[config.mk]
export PLATFORM = sky130hd
export DESIGN_NAME = irc_message_tokenizer_core_flat
export DESIGN_NICKNAME = d
export VERILOG_FILES = /design/src/sv/irc_tok_pkg.sv /design/src/sv/irc_tok_if.sv /design/src/sv/irc_message_tokenizer_core.sv /design/src/sv/irc_tok_parser.sv /design/src/flat_wrapper.sv
export SDC_FILE = /design/constraint.sdc
export NUM_CORES = 1
export LEC_CHECK = 0
export BUFFER_PORTS_ARGS = -buffer_cell sky130_fd_sc_hd__buf_2
export CAP_MARGIN = 5
export CORE_MARGIN = 5
export CORE_UTILIZATION = 30
export CTS_BUF_LIST = sky130_fd_sc_hd__clkbuf_8
export DETAILED_ROUTE_END_ITERATION = 10
export PLACE_DENSITY = 0.57
export SYNTH_ARGS = -nofsm -noshare
export SYNTH_HDL_FRONTEND = slang
export SYNTH_SLANG_ARGS = --single-unit
export TNS_END_PERCENT = 100
[constraint.sdc]
create_clock -name clk_i -period 2.9 [get_ports clk_i]
set_input_delay 0.145 -clock clk_i [delete_from_list [all_inputs] [get_ports clk_i]]
set_output_delay 0.145 -clock clk_i [all_outputs]
set_load 0.05 [all_outputs]
[src/sv/irc_tok_pkg.sv]
// ----------------------------------------------------------------------------
// irc_tok_pkg
// shared constants and the result type of the irc message tokenizer
// ----------------------------------------------------------------------------
package irc_tok_pkg;

  // default bounds, handed down through the top level parameters
  localparam int MaxParamsDef  = 16;
  localparam int MaxTargetsDef = 16;

  // characters with a meaning in the message grammar
  localparam logic [7:0] ChColon = 8'h3a;
  localparam logic [7:0] ChBang  = 8'h21;
  localparam logic [7:0] ChAt    = 8'h40;
  localparam logic [7:0] ChSpace = 8'h20;
  localparam logic [7:0] ChComma = 8'h2c;
  localparam logic [7:0] ChAmp   = 8'h26;
  localparam logic [7:0] ChDollar = 8'h24;
  localparam logic [7:0] ChHash  = 8'h23;

  // field kind codes
  localparam logic [2:0] FkOrigName = 3'd0;
  localparam logic [2:0] FkOrigUser = 3'd1;
  localparam logic [2:0] FkOrigHost = 3'd2;
  localparam logic [2:0] FkCommand  = 3'd3;
  localparam logic [2:0] FkParam    = 3'd4;
  localparam logic [2:0] FkDelim    = 3'd5;

  // target kind codes
  localparam logic [2:0] TkNone    = 3'd0;
  localparam logic [2:0] TkLocal   = 3'd1;
  localparam logic [2:0] TkMask    = 3'd2;
  localparam logic [2:0] TkChannel = 3'd3;
  localparam logic [2:0] TkNick    = 3'd4;
  localparam logic [2:0] TkHost    = 3'd5;
  localparam logic [2:0] TkComma   = 3'd6;

  // one tagged result item
  typedef struct packed {
    logic [7:0] byte_out;
    logic [2:0] field_kind;
    logic [3:0] param_index;
    logic [2:0] target_kind;
    logic [3:0] target_index;
    logic       message_end;
    logic [4:0] param_count;
    logic [4:0] target_count;
    logic       overflow;
  } irc_tok_res_t;

endpackage

[src/sv/irc_tok_if.sv]
// ----------------------------------------------------------------------------
// irc_tok_in_if / irc_tok_out_if
// valid/ready channels for raw message bytes and tagged result items
// ----------------------------------------------------------------------------
interface irc_tok_in_if;
  logic       valid;
  logic       ready;
  logic [7:0] data_byte;
  logic       last_byte;

  modport source (output valid, output data_byte, output last_byte, input ready);
  modport sink   (input valid, input data_byte, input last_byte, output ready);
endinterface

interface irc_tok_out_if;
  logic       valid;
  logic       ready;
  logic [7:0] byte_out;
  logic [2:0] field_kind;
  logic [3:0] param_index;
  logic [2:0] target_kind;
  logic [3:0] target_index;
  logic       message_end;
  logic [4:0] param_count;
  logic [4:0] target_count;
  logic       overflow;

  modport source (
    output valid, output byte_out, output field_kind, output param_index,
    output target_kind, output target_index, output message_end,
    output param_count, output target_count, output overflow, input ready
  );
  modport sink (
    input valid, input byte_out, input field_kind, input param_index,
    input target_kind, input target_index, input message_end,
    input param_count, input target_count, input overflow, output ready
  );
endinterface

[src/sv/irc_message_tokenizer_core.sv]
// ----------------------------------------------------------------------------
// irc_message_tokenizer_core
// tags each byte of an irc message line by field, parameter and target
// ----------------------------------------------------------------------------
// an accepted item passes the input register and then the result register
// throughput: one item per cycle while the receiver does not stall the result channel
// the input register takes a new item while a result waits downstream only if it is empty
// reset: asynchronous, active low; clears both stage valids and parse state
module irc_message_tokenizer_core import irc_tok_pkg::*; #(
  parameter int MAX_PARAMS  = MaxParamsDef,
  parameter int MAX_TARGETS = MaxTargetsDef
) (
  input  logic          clk_i,
  input  logic          rst_ni,
  irc_tok_in_if.sink    in_i,
  irc_tok_out_if.source out_o
);

  // input register stage
  logic       in_valid_q;
  logic [7:0] in_byte_q;
  logic       in_last_q;

  // result register stage
  logic         out_valid_q;
  irc_tok_res_t res_q;
  irc_tok_res_t res_d;

  // item moves from the input register into the result register
  logic advance;

  assign advance    = in_valid_q && (!out_valid_q || out_o.ready);
  assign in_i.ready = !in_valid_q || advance;

  always_ff @(posedge clk_i or negedge rst_ni) begin
    if (!rst_ni) begin
      in_valid_q <= 1'b0;
    end else if (in_i.ready) begin
      in_valid_q <= in_i.valid;
    end
  end

  // payload needs no reset
  always_ff @(posedge clk_i) begin
    if (in_i.ready && in_i.valid) begin
      in_byte_q <= in_i.data_byte;
      in_last_q <= in_i.last_byte;
    end
  end

  // tagging and parse state, committed only when the item advances
  irc_tok_parser #(
    .MAX_PARAMS  (MAX_PARAMS),
    .MAX_TARGETS (MAX_TARGETS)
  ) u_parser (
    .clk_i     (clk_i),
    .rst_ni    (rst_ni),
    .advance_i (advance),
    .byte_i    (in_byte_q),
    .last_i    (in_last_q),
    .res_o     (res_d)
  );

  always_ff @(posedge clk_i or negedge rst_ni) begin
    if (!rst_ni) begin
      out_valid_q <= 1'b0;
    end else if (advance) begin
      out_valid_q <= 1'b1;
    end else if (out_o.ready) begin
      out_valid_q <= 1'b0;
    end
  end

  always_ff @(posedge clk_i) begin
    if (advance) begin
      res_q <= res_d;
    end
  end

  // result channel
  assign out_o.valid        = out_valid_q;
  assign out_o.byte_out     = res_q.byte_out;
  assign out_o.field_kind   = res_q.field_kind;
  assign out_o.param_index  = res_q.param_index;
  assign out_o.target_kind  = res_q.target_kind;
  assign out_o.target_index = res_q.target_index;
  assign out_o.message_end  = res_q.message_end;
  assign out_o.param_count  = res_q.param_count;
  assign out_o.target_count = res_q.target_count;
  assign out_o.overflow     = res_q.overflow;

endmodule

[src/sv/irc_tok_parser.sv]
// ----------------------------------------------------------------------------
// irc_tok_parser
// parse state registers and the per-byte tagging logic
// ----------------------------------------------------------------------------
module irc_tok_parser import irc_tok_pkg::*; #(
  parameter int MAX_PARAMS  = MaxParamsDef,
  parameter int MAX_TARGETS = MaxTargetsDef
) (
  input  logic         clk_i,
  input  logic         rst_ni,
  input  logic         advance_i,
  input  logic [7:0]   byte_i,
  input  logic         last_i,
  output irc_tok_res_t res_o
);

  localparam int PCW = $clog2(MAX_PARAMS + 1);
  localparam int TCW = $clog2(MAX_TARGETS + 1);
  localparam int PiMax = (MAX_PARAMS - 1 < 15) ? MAX_PARAMS - 1 : 15;
  localparam int TiMax = (MAX_TARGETS - 1 < 15) ? MAX_TARGETS - 1 : 15;

  localparam logic [3:0] PhStart   = 4'd0;
  localparam logic [3:0] PhOName   = 4'd1;
  localparam logic [3:0] PhOUser   = 4'd2;
  localparam logic [3:0] PhOHost   = 4'd3;
  localparam logic [3:0] PhOSpace  = 4'd4;
  localparam logic [3:0] PhCmd     = 4'd5;
  localparam logic [3:0] PhPSkip   = 4'd6;
  localparam logic [3:0] PhPNormal = 4'd7;
  localparam logic [3:0] PhPTrail  = 4'd8;

  logic [3:0]     ph_q, ph_d;
  logic [PCW-1:0] pc_q, pc_d;
  logic [TCW-1:0] tc_q, tc_d;
  logic [2:0]     ctk_q, ctk_d;
  logic           ats_q, ats_d;
  logic           te_q, te_d;
  logic           ov_q, ov_d;
  logic           fp_q, fp_d;

  always_comb begin
    logic       do_start;
    logic       do_param;
    logic [7:0] pc_ext;
    logic [7:0] tc_ext;
    logic [7:0] pm1;
    logic [7:0] tm1;

    ph_d  = ph_q;
    pc_d  = pc_q;
    tc_d  = tc_q;
    ctk_d = ctk_q;
    ats_d = ats_q;
    te_d  = te_q;
    ov_d  = ov_q;
    fp_d  = fp_q;
    do_start = 1'b0;
    do_param = 1'b0;
    pc_ext = 8'(pc_q);
    pm1    = '0;
    tm1    = '0;

    res_o              = '0;
    res_o.byte_out     = byte_i;
    res_o.field_kind   = FkDelim;
    res_o.target_kind  = TkNone;
    res_o.message_end  = last_i;

    unique case (ph_q)
      PhStart: begin
        if (byte_i == ChColon) begin
          res_o.field_kind = FkOrigName;
          ph_d = PhOName;
        end else if (byte_i == ChSpace) begin
          ph_d = PhPSkip;
        end else begin
          res_o.field_kind = FkCommand;
          ph_d = PhCmd;
        end
      end
      PhOName: begin
        if (byte_i == ChBang) ph_d = PhOUser;
        else if (byte_i == ChAt) ph_d = PhOHost;
        else if (byte_i == ChSpace) ph_d = PhOSpace;
        else res_o.field_kind = FkOrigName;
      end
      PhOUser: begin
        if (byte_i == ChAt) ph_d = PhOHost;
        else if (byte_i == ChSpace) ph_d = PhOSpace;
        else res_o.field_kind = FkOrigUser;
      end
      PhOHost: begin
        if (byte_i == ChSpace) ph_d = PhOSpace;
        else res_o.field_kind = FkOrigHost;
      end
      PhOSpace, PhCmd: begin
        if (byte_i == ChSpace) begin
          if (ph_q == PhCmd) ph_d = PhPSkip;
        end else begin
          res_o.field_kind = FkCommand;
          ph_d = PhCmd;
        end
      end
      PhPSkip: begin
        if (byte_i == ChSpace) begin
          res_o.field_kind = FkDelim;
        end else if (byte_i == ChColon) begin
          // ':' opening the trailing parameter carries the index it will get
          res_o.param_index = (pc_ext < 8'(PiMax)) ? pc_ext[3:0] : 4'(PiMax);
          te_d = 1'b1;
          ph_d = PhPTrail;
        end else begin
          do_start = 1'b1;
          do_param = 1'b1;
          ph_d = PhPNormal;
        end
      end
      PhPNormal: begin
        if (byte_i == ChSpace) ph_d = PhPSkip;
        else do_param = 1'b1;
      end
      default: begin
        // trailing parameter: counted only once a byte follows the colon
        if (te_q) begin
          do_start = 1'b1;
          te_d = 1'b0;
        end
        do_param = 1'b1;
        ph_d = PhPTrail;
      end
    endcase

    if (do_start) begin
      if (8'(pc_d) < 8'(MAX_PARAMS)) begin
        fp_d = (pc_d == '0);
        pc_d = pc_d + PCW'(1);
      end else begin
        ov_d = 1'b1;
        fp_d = 1'b0;
      end
      ats_d = 1'b1;
      ctk_d = TkNone;
    end

    if (do_param) begin
      res_o.field_kind = FkParam;
      pm1 = 8'(pc_d) - 8'd1;
      res_o.param_index = (pm1 < 8'(PiMax)) ? pm1[3:0] : 4'(PiMax);
      if (fp_d) begin
        if (ats_d) begin
          if (8'(tc_d) < 8'(MAX_TARGETS)) tc_d = tc_d + TCW'(1);
          else ov_d = 1'b1;
          ats_d = 1'b0;
          case (byte_i)
            ChAmp:    ctk_d = TkLocal;
            ChDollar: ctk_d = TkMask;
            ChHash:   ctk_d = TkChannel;
            ChAt:     ctk_d = TkHost;
            default:  ctk_d = TkNick;
          endcase
        end else if (ctk_d == TkNick && byte_i == ChAt) begin
          ctk_d = TkHost;
        end
        tm1 = 8'(tc_d) - 8'd1;
        res_o.target_index = (tm1 < 8'(TiMax)) ? tm1[3:0] : 4'(TiMax);
        if (byte_i == ChComma) begin
          res_o.target_kind = TkComma;
          ats_d = 1'b1;
        end else begin
          res_o.target_kind = ctk_d;
        end
      end
    end

    pc_ext = 8'(pc_d);
    tc_ext = 8'(tc_d);
    if (last_i) begin
      res_o.param_count  = (pc_ext < 8'd31) ? pc_ext[4:0] : 5'd31;
      res_o.target_count = (tc_ext < 8'd31) ? tc_ext[4:0] : 5'd31;
      res_o.overflow     = ov_d;
      ph_d  = PhStart;
      pc_d  = '0;
      tc_d  = '0;
      ctk_d = TkNone;
      ats_d = 1'b1;
      te_d  = 1'b0;
      ov_d  = 1'b0;
      fp_d  = 1'b0;
    end
  end

  always_ff @(posedge clk_i or negedge rst_ni) begin
    if (!rst_ni) begin
      ph_q  <= PhStart;
      pc_q  <= '0;
      tc_q  <= '0;
      ctk_q <= TkNone;
      ats_q <= 1'b1;
      te_q  <= 1'b0;
      ov_q  <= 1'b0;
      fp_q  <= 1'b0;
    end else if (advance_i) begin
      ph_q  <= ph_d;
      pc_q  <= pc_d;
      tc_q  <= tc_d;
      ctk_q <= ctk_d;
      ats_q <= ats_d;
      te_q  <= te_d;
      ov_q  <= ov_d;
      fp_q  <= fp_d;
    end
  end

endmodule

[src/flat_wrapper.sv]
// flat-port wrapper written by rule: the top's interface ports become plain ports
module irc_message_tokenizer_core_flat import irc_tok_pkg::*;
#(
  parameter int MAX_PARAMS  = MaxParamsDef,
  parameter int MAX_TARGETS = MaxTargetsDef
)
  (clk_i, rst_ni, in_i_valid, in_i_data_byte, in_i_last_byte, in_i_ready, out_o_valid, out_o_byte_out, out_o_field_kind, out_o_param_index, out_o_target_kind, out_o_target_index, out_o_message_end, out_o_param_count, out_o_target_count, out_o_overflow, out_o_ready);
  irc_tok_in_if in_i_i ();
  irc_tok_out_if out_o_i ();
  input  logic clk_i;
  input  logic rst_ni;
  input wire logic [$bits(in_i_i.valid)-1:0] in_i_valid;
  input wire logic [$bits(in_i_i.data_byte)-1:0] in_i_data_byte;
  input wire logic [$bits(in_i_i.last_byte)-1:0] in_i_last_byte;
  output wire logic [$bits(in_i_i.ready)-1:0] in_i_ready;
  output wire logic [$bits(out_o_i.valid)-1:0] out_o_valid;
  output wire logic [$bits(out_o_i.byte_out)-1:0] out_o_byte_out;
  output wire logic [$bits(out_o_i.field_kind)-1:0] out_o_field_kind;
  output wire logic [$bits(out_o_i.param_index)-1:0] out_o_param_index;
  output wire logic [$bits(out_o_i.target_kind)-1:0] out_o_target_kind;
  output wire logic [$bits(out_o_i.target_index)-1:0] out_o_target_index;
  output wire logic [$bits(out_o_i.message_end)-1:0] out_o_message_end;
  output wire logic [$bits(out_o_i.param_count)-1:0] out_o_param_count;
  output wire logic [$bits(out_o_i.target_count)-1:0] out_o_target_count;
  output wire logic [$bits(out_o_i.overflow)-1:0] out_o_overflow;
  input wire logic [$bits(out_o_i.ready)-1:0] out_o_ready;
  assign in_i_i.valid = in_i_valid;
  assign in_i_i.data_byte = in_i_data_byte;
  assign in_i_i.last_byte = in_i_last_byte;
  assign in_i_ready = in_i_i.ready;
  assign out_o_valid = out_o_i.valid;
  assign out_o_byte_out = out_o_i.byte_out;
  assign out_o_field_kind = out_o_i.field_kind;
  assign out_o_param_index = out_o_i.param_index;
  assign out_o_target_kind = out_o_i.target_kind;
  assign out_o_target_index = out_o_i.target_index;
  assign out_o_message_end = out_o_i.message_end;
  assign out_o_param_count = out_o_i.param_count;
  assign out_o_target_count = out_o_i.target_count;
  assign out_o_overflow = out_o_i.overflow;
  assign out_o_i.ready = out_o_ready;
  irc_message_tokenizer_core #(.MAX_PARAMS(MAX_PARAMS), .MAX_TARGETS(MAX_TARGETS)) u_core (.clk_i(clk_i), .rst_ni(rst_ni), .in_i(in_i_i), .out_o(out_o_i));
endmodule
==> results of run 1 <==
==> through the flow <==
stage	hold slack, ps	util, %
2_1_floorplan	-151	-
3_3_place_gp	176	34.9
3_5_place_dp	181	34.9
4_1_cts	74.6	37.5
5_1_grt	88.7	38.1
6_report	85.6	38.1
==> routing by layer <==
| layer | GRT usage (%) | part of all wire [%] | up-vias |
|---|---|---|---|
| li1 | - | - | 1582 |
| met5 | 0 | 0 | - |
| met4 | 4.01 | 1.2 | 0 |
| met3 | 3.57 | 4.2 | 13 |
| met2 | 22.7 | 48 | 75 |
| met1 | 17.8 | 46 | 1590 |
==> worst reg2reg max path, delay by kind of cell, from the launching register on <==
family	cells	cell delay [ps]
mux	1	270
simple gates	3	620
compound gates	5	990
flops	1	450
fa+ha+maj	1	260
==> power by group through the flow <==
stage | sequential [W] | clock (W) | combinational, W
finish | 0.00112 | 0.000813 | 0.000479
global route | 0.00114 | 0.000878 | 0.000524
CTS | 0.00113 | 0.000829 | 0.000473
detailed placement | 0.00115 | 0 | 0.000461
global placement | 0.00114 | 0 | 0.000455
floorplan | 0.00125 | 0 | 0.000222
==> flip-flops by register name (all words and copies together) (netlist names) <==
register	count
u_core.u_parser.ph_q	4
u_core.out_o.target_index	4
u_core.out_o.field_kind	3
u_core.out_o.message_end	1
u_core.out_o.valid	1
u_core.out_o.param_count	5
u_core.out_o.target_count	5
u_core.u_parser.pc_q	5
u_core.out_o.overflow	1
u_core.in_byte_q	8
u_core.u_parser.te_q	1
u_core.u_parser.ov_q	1
u_core.u_parser.ats_q	1
u_core.u_parser.tc_q	5
u_core.out_o.target_kind	3
u_core.out_o.byte_out	8
u_core.in_valid_q	1
u_core.u_parser.ctk_q	3
u_core.in_last_q	1
u_core.u_parser.fp_q	1
u_core.out_o.param_index	4
==> synthesized netlist by cell type (6+ instances only) <==
master / number / share of area, %
inv_1: 9 / 0.88
o21ai_0: 21 / 2.7
o31ai_1: 7 / 1.4
nor2b_1: 8 / 1.3
xnor2_1: 8 / 1.8
a21oi_1: 19 / 2.5
clkbuf_1: 18 / 1.8
nor3_1: 7 / 0.91
buf_2: 6 / 0.78
edfxtp_1: 43 / 34
nand3_1: 10 / 1.3
nand2_1: 34 / 3.3
dfrtp_1: 22 / 14
nor2_1: 35 / 3.4
==> timing repair <==
item	CTS	global route
hold buffers	11	0
hold endpoints to repair	32	0
endpoints found under the setup margin	1	5
pin swaps	0	7
resized for setup	1	7
setup buffers	0	6
==> worst paths after layout <==
kind	slack, ps	endpoint	depth (start not counted)
worst min register to register	500	u_core.u_parser.ctk_q[0]$_DFFE_PN0P_	2
max in group asynchronous	2180	u_core.u_parser.te_q$_DFFE_PN0P_	2
worst max register to register	170	u_core.out_o.target_index[0]$_SDFFCE_PN0P_	10
worst max-delay path	170	u_core.out_o.target_index[0]$_SDFFCE_PN0P_	10
worst min-delay path	90	u_core.out_o.valid$_DFFE_PN0P_	3
min in group asynchronous	320	u_core.u_parser.ctk_q[1]$_DFFE_PN0P_	2
==> cell type report <==
type	count	area (sq um)
fillers	1241	7780
flip-flops and latches	66	1870
multi-input cells	275	1860
repair buffers	92	598
well taps	172	215
clock buffers	11	151
clock inverters	5	53.8
inverters	9	33.8
==> cell families (layout without fill, tap and decap cells) <==
family                   Yosys count  count (layout)
AO/OA/AOI/OAI                    119             119
XOR/XNOR                          12              12
adder cells (fa/ha/maj)            5               5
buffers and inverters             33             117
flip-flops                        66              66
multiplexers                       6               6
AND/OR/NAND/NOR                  133             133
==> results.cfg, run 1 <==
[logic_synthesis]
synth_fa_ha_area_share_pct = 1.63
synthArstFlopShare_pct = 34.8
synthCells = 374
synth_edf_count = 43
ys_types = 79
ys_ff_latch = 66
synth_compound_area_share_pct = 23.3
synth-simple-area-share_pct = 18.5
synth-xor-area-share_pct = 2.75
dominantRegCellSynth = edfxtp_1
syn-num-nets = 392
yosysSeqAreaShare_pct = 48.8
synth_top_family_by_area = compound AO/OA/AOI/OAI gates
yosysWarnings = 0
muxShareOfSynthArea_pct = 1.63
synth.avg_cell_area_sq_um = 10.2
synthesis.area_sq_um = 3830

[pwr]
p_int_w = 0.00167
powerDensity_nw_per_um2 = 505
switching_share_pct = 30.9
pwr-share-clk_pct = 33.6
power_frac_seq_pct = 46.5
power.leakage_nw = 1.84
netSwitchingPower_w = 0.000748
pwr-share-comb_pct = 19.8
ir_drop_uv = 199
power_w = 0.00242

[global_route]
grt_pass1_wl_microns = 16300
antenna_found_initial = 0
grt_max_degree = 34
overflow = 0
grt_usage_pct = 13.7
grt_pass1_vias = 3207

[clock_tree]
max-clock-path-buffers = 2
clk_pin_slew_worst_paths_ps = 80
numCtsBuffers = 9
clock-root-buffer = clkbuf_8
cts.sinks = 66
cts_tree = done
clk_latency_ps = 350
cts-htree-levels = 3

[final_layout]
drive_above_1_share_pct = 27.5
stdcell_count = 630
area_growth_pct = 25.0
fin_area_sq_um = 4780
mostFrequentLayoutCells = buf_2, edfxtp_1, nand2_1
antenna_cells = 0
nets = 471
layout_commonest_cell = buf_2

[sta]
setup_slack_ps = 169
max_freq_ghz = 0.366
setup_viol = 0
fin_skew_ps = 13.0
relSlewSlack_pct = 47.0
hold_viol = 0
rsz0062_at_grt = yes
min_period_over_period_pct = 94.2
maxSlewViolCount = 0
setup_tns_ps = 0
fin_crit_ps = 2730
tightestPinTransition_ps = 789

[routing]
post_drt_wl_per_cell_microns = 15.8
first_pass_iters = 4
detail-route-antenna-nets = 0
dr_total_vias = 3260
wirelength_microns = 9920
first_iter_violations = 243
vias_per_cell = 5.17
drc = 0

[critical_path]
cp_top_family = compound AO/OA/AOI/OAI gates
critPathLaunch = u_core.in_byte_q[3]$_DFFE_PP_
crit_required_ps = 3100
endpoint_kind = register
worst-setup-path-type = reg2reg
slowest_stage = edfxtp_1
worst_path_most_repeated_cell = o21ai_1
max_stage_delay_ps = 450
crit_chain = and3_4 -> o211ai_1 -> a21oi_2 -> nor2_4 -> mux2i_2 -> ha_2 -> and4b_1 -> a2111oi_2 -> o21ai_1 -> o21ai_1
cp_num_buf_inv = 0
critPathArrivalTime_ps = 2930
crit_fanout = 5
startpoint_type = register
r2r_start = u_core.in_byte_q[3]$_DFFE_PP_

[place]
dp.cells = 597
placed_area_sq_um = 4390
gp_congestion = 0.868
place_ws_ps = 28.0
dp_hpwl_microns = 7020
portBuffers = 48

[floorplanning]
pin_count = 49
fp.dieW_microns = 123
die_h_microns = 123
fp-row-count = 41
start_util_pct = 30.5
die_area_sq_um = 15100
core_sq_um = 12600

[status]
status = finished clean

[worst_hold_path]
min-delay-start = out_o_ready
hold_path_class = in2reg

[job]
drv_cap = 0
No activity file was read; power rests on OpenSTA's default activity.
==> inputs of run 2 (changes only) <==
Settings changed: CELL_PAD_IN_SITES_DETAIL_PLACEMENT set to 1, CELL_PAD_IN_SITES_GLOBAL_PLACEMENT set to 1, CTS_CLUSTER_SIZE set to 10, HOLD_SLACK_MARGIN set to 0.05, PLACE_DENSITY 0.57 to 0.67.
==> results.cfg, run 2 (synthesis results as in run 1) <==
[status]
status = finished clean

[job]
drv_cap = 0

[global_route]
overflow = 0
grt_pass1_vias = 3422
grt_pass1_wl_microns = 17900
grt_max_degree = 25
grt_usage_pct = 15.5
antenna_found_initial = 0

[final_layout]
fillers = 1431
stdcell_count = 630
mostFrequentLayoutCells = buf_2, edfxtp_1, nand2_1
area_growth_pct = 24.8
drive_above_1_share_pct = 26.6
final_util_pct = 38.0
layout_commonest_cell = buf_2
nets = 471
multi_input_area_sq_um = 1840
seqCellArea_sq_um = 1870
antenna_cells = 0

[critical_path]
r2r_slack_ps = 80
endpoint_kind = register
critPathArrivalTime_ps = 2930
startpoint_type = register
crit_required_ps = 3010
worst-setup-path-type = reg2reg
crit_fanout = 7

[sta]
setup_viol = 0
maxSlewViolCount = 0
fin_skew_ps = 9.57
setup_tns_ps = 0
holdWs_ps = 318
relSlewSlack_pct = 43.3
tightestPinTransition_ps = 843
min_period_over_period_pct = 97.2
hold_viol = 0
max_freq_ghz = 0.355
fin_crit_ps = 2820

[worst_hold_path]
hold_path_class = in2async

[place]
gp_congestion = 0.864
dp.cells = 599
portBuffers = 48
dp_hpwl_microns = 8020

[pwr]
netSwitchingPower_w = 0.000764
p_int_w = 0.00173
pwr-share-comb_pct = 19.5
pwr-share-clk_pct = 35.4
switching_share_pct = 30.6
power_frac_seq_pct = 45.0
ir_drop_uv = 231
power_w = 0.00249
power.leakage_nw = 1.83
powerDensity_nw_per_um2 = 522

[clock_tree]
numCtsBuffers = 9
clk_pin_slew_worst_paths_ps = 80
cts_tree = done
cts-htree-levels = 3
max-clock-path-buffers = 2
clock-root-buffer = clkbuf_8
cts.sinks = 66
clk_latency_ps = 370

[routing]
post_drt_wl_per_cell_microns = 17.5
first_pass_iters = 4
wirelength_microns = 11000
first_iter_violations = 147
detail-route-antenna-nets = 0
dr_total_vias = 3279
drc = 0
vias_per_cell = 5.20

[floorplanning]
die_area_sq_um = 15100
fp-row-count = 41
pin_count = 49
core_sq_um = 12600
start_util_pct = 30.5
die_h_microns = 123
fp.dieW_microns = 123
run 2: cell types whose count changed in the layout (fill, tap and decap cells not counted), sizes merged:
| cell | delta |
|---|---|
| buf | -1 |
| bufinv | +1 |
| clkbuf | -1 |
| clkinv | +1 |
| clkinvlp | -1 |
| dlygate4sd3 | +1 |
run 2: routing by layer:
layer | wire [microns] | GRT usage [%] | vias to the layer above
met1 | 4970 | 19.3 | 1625
met2 | 5420 | 25.9 | 62
li1 | - | - | 1579
met3 | 437 | 3.52 | 13
met4 | 170 | 6.37 | 0
met5 | 0 | 0 | -
run 2: stage by stage:
step / cell area [sq um] / setup slack [ps]
final: 4780 / 79.9
after global placement: 4400 / 163
after detailed placement: 4400 / 65.6
after global routing: 4780 / -27.8
after floorplan: 3830 / 224
after CTS: 4740 / 39.7
run 2: layout make-up:
type / count / share of cell area, %
Timing Repair Buffer: 92 / 12.6
Multi-Input combinational cell: 275 / 38.5
Clock inverter: 6 / 1.70
Clock buffer: 10 / 2.88
Sequential cell: 66 / 39.1
Inverter: 9 / 0.707
Tap cell: 172 / 4.50
run 2: what timing repair did:
| item | CTS | global route |
|---|---|---|
| setup buffers | 0 | 3 |
| gates resized for setup | 0 | 4 |
| endpoints found under the setup margin | 0 | 4 |
| hold buffers | 12 | 0 |
| endpoints found under the hold margin | 33 | 0 |
run 2: worst max-delay path, stage by stage, from the launching register on:
cell       delay (ps)
edfxtp_1          420
and3_4            220
o2111ai_1         450
nand2_1           150
o31ai_1           720
nor4b_1           390
o21a_1            160
a31oi_1            40
run 2: worst paths after layout:
kind,cells past startpoint,startpoint,endpoint
setup / recovery,7,u_core.in_byte_q[4]$_DFFE_PP_,u_core.out_o.param_index[3]$_DFFE_PP_
hold / removal,2,rst_ni,u_core.u_parser.ph_q[2]$_DFFE_PN0P_
setup reg to reg,7,u_core.in_byte_q[4]$_DFFE_PP_,u_core.out_o.param_index[3]$_DFFE_PP_
hold reg to reg,0,u_core.in_byte_q[5]$_DFFE_PP_,u_core.out_o.byte_out[5]$_DFFE_PP_
max in group asynchronous,2,rst_ni,u_core.u_parser.pc_q[1]$_DFFE_PN0P_
min in group clk_i,2,in_i_last_byte,u_core.in_last_q$_DFFE_PP_
run 2: power by group through the flow:
| stage | Clock, W | Combinational [W] | Sequential, W |
|---|---|---|---|
| CTS | 0.000908 | 0.000490 | 0.00112 |
| global placement | 0 | 0.000466 | 0.00114 |
| finish | 0.000883 | 0.000487 | 0.00112 |
| detailed placement | 0 | 0.000477 | 0.00114 |
| global route | 0.000944 | 0.000528 | 0.00113 |
| floorplan | 0 | 0.000222 | 0.00125 |
==> inputs of run 3 (changes only) <==
Settings changed: CORE_MARGIN 5 to 2.
==> results.cfg, run 3 (synthesis results as in run 1) <==
[clock_tree]
cts.sinks = 66
cts_tree = done
cts-htree-levels = 3
max-clock-path-buffers = 2
clk_latency_ps = 370
numCtsBuffers = 9
clock-root-buffer = clkbuf_8
clk_pin_slew_worst_paths_ps = 80

[final_layout]
stdcell_count = 630
layout_commonest_cell = buf_2
antenna_cells = 0
mostFrequentLayoutCells = buf_2, edfxtp_1, nand2_1
drive_above_1_share_pct = 27.3
final_util_pct = 37.9
area_growth_pct = 23.9
nets = 471

[sta]
setup_viol = 0
rsz0062_at_grt = yes
tightestPinTransition_ps = 838
holdWs_ps = 78.6
setup_tns_ps = 0
relSlewSlack_pct = 43.6
hold_viol = 0
max_freq_ghz = 0.363
maxSlewViolCount = 0
fin_skew_ps = 9.58
fin_crit_ps = 2750
min_period_over_period_pct = 94.9

[floorplanning]
die_h_microns = 117
core_sq_um = 12500
pin_count = 49
fp.dieW_microns = 117
start_util_pct = 30.6
die_area_sq_um = 13700
fp-row-count = 41

[routing]
post_drt_wl_per_cell_microns = 17.1
first_pass_iters = 4
first_iter_violations = 138
wirelength_microns = 10800
detail-route-antenna-nets = 0
dr_total_vias = 3301
vias_per_cell = 5.24
drc = 0

[global_route]
grt_max_degree = 24
overflow = 0
grt_pass1_wl_microns = 17500
grt_pass1_vias = 3348
grt_usage_pct = 16.6
antenna_found_initial = 0

[critical_path]
worst-setup-path-type = reg2reg
crit_fanout = 6
crit_required_ps = 3120
startpoint_type = register
endpoint_kind = register
r2r_slack_ps = 150
critPathArrivalTime_ps = 2970

[pwr]
p_int_w = 0.00153
powerDensity_nw_per_um2 = 488
netSwitchingPower_w = 0.000783
pwr-share-comb_pct = 20.9
switching_share_pct = 33.8
power_w = 0.00231
power_frac_seq_pct = 48.6
pwr-share-clk_pct = 30.6
power.leakage_nw = 1.81
ir_drop_uv = 187

[status]
status = finished clean

[place]
gp_congestion = 0.831
portBuffers = 48
dp_hpwl_microns = 7830
dp.cells = 600

[worst_hold_path]
hold_path_class = in2reg

[job]
drv_cap = 0
[run 3: changes by cell type in the layout (fill, tap and decap cells not counted), sizes merged]
cell,change
buf,+1
bufinv,-2
clkbuf,-1
clkinv,-1
clkinvlp,+3
dlygate4sd3,-1
inv,+1
[run 3: worst paths after layout]
kind,start,end,cells past startpoint
worst max-delay path,u_core.in_byte_q[4]$_DFFE_PP_,u_core.out_o.target_index[1]$_SDFFCE_PN0P_,10
worst max register to register,u_core.in_byte_q[4]$_DFFE_PP_,u_core.out_o.target_index[1]$_SDFFCE_PN0P_,10
worst min register to register,u_core.in_valid_q$_DFFE_PN0N_,u_core.out_o.valid$_DFFE_PN0P_,1
worst min-delay path,out_o_ready,u_core.in_valid_q$_DFFE_PN0N_,3
min in group asynchronous,rst_ni,u_core.u_parser.ph_q[1]$_DFFE_PN0P_,2
max in group asynchronous,rst_ni,u_core.u_parser.pc_q[1]$_DFFE_PN0P_,2
[run 3: per-layer routing]
metal  global-route usage (%)  wire [microns]  up-vias
li1                         -               -     1576
met1                     21.8            5020     1659
met2                     27.8            5260       53
met3                     3.60             362       13
met4                     4.63             120        0
met5                        0               0        -
[run 3: area by class of cell]
type | instances | area [sq um]
inverters | 9 | 33.8
well taps | 172 | 215
multi-input cells | 275 | 1860
repair buffers | 92 | 598
flip-flops and latches | 66 | 1870
fillers | 1435 | 7770
clock buffers | 9 | 124
clock inverters | 7 | 47.5
[run 3: power groups by stage]
stage / sequential (W) / combinational [W] / clock (W)
3_3_place_gp: 0.00114 / 0.000460 / 0
2_1_floorplan: 0.00125 / 0.000222 / 0
4_1_cts: 0.00112 / 0.000482 / 0.000722
6_report: 0.00112 / 0.000483 / 0.000708
3_5_place_dp: 0.00114 / 0.000469 / 0
5_1_grt: 0.00113 / 0.000525 / 0.000760
[run 3: through the flow]
stage          setup slack, ps  cell area, sq um
6_report                   148              4740
5_1_grt                  -29.2              4740
4_1_cts                   10.3              4690
3_5_place_dp              32.5              4410
3_3_place_gp               189              4410
2_1_floorplan              224              3830
[run 3: worst max-delay path, stage by stage (launching register included)]
cell and delay [ps]:
edfxtp_1 430, and3_4 220, o211ai_1 340, a21oi_2 150, nor2_4 180, mux2i_2 260
ha_2 260, and4b_1 220, a2111oi_2 280, o21ai_1 120, o22ai_1 150
[run 3: repair_timing]
| action | in CTS | in global routing |
|---|---|---|
| hold endpoints to repair | 32 | 0 |
| endpoints found under the setup margin | 0 | 6 |
| gates resized for setup | 0 | 8 |
| buffers inserted | 0 | 3 |
| hold buffers | 11 | 0 |
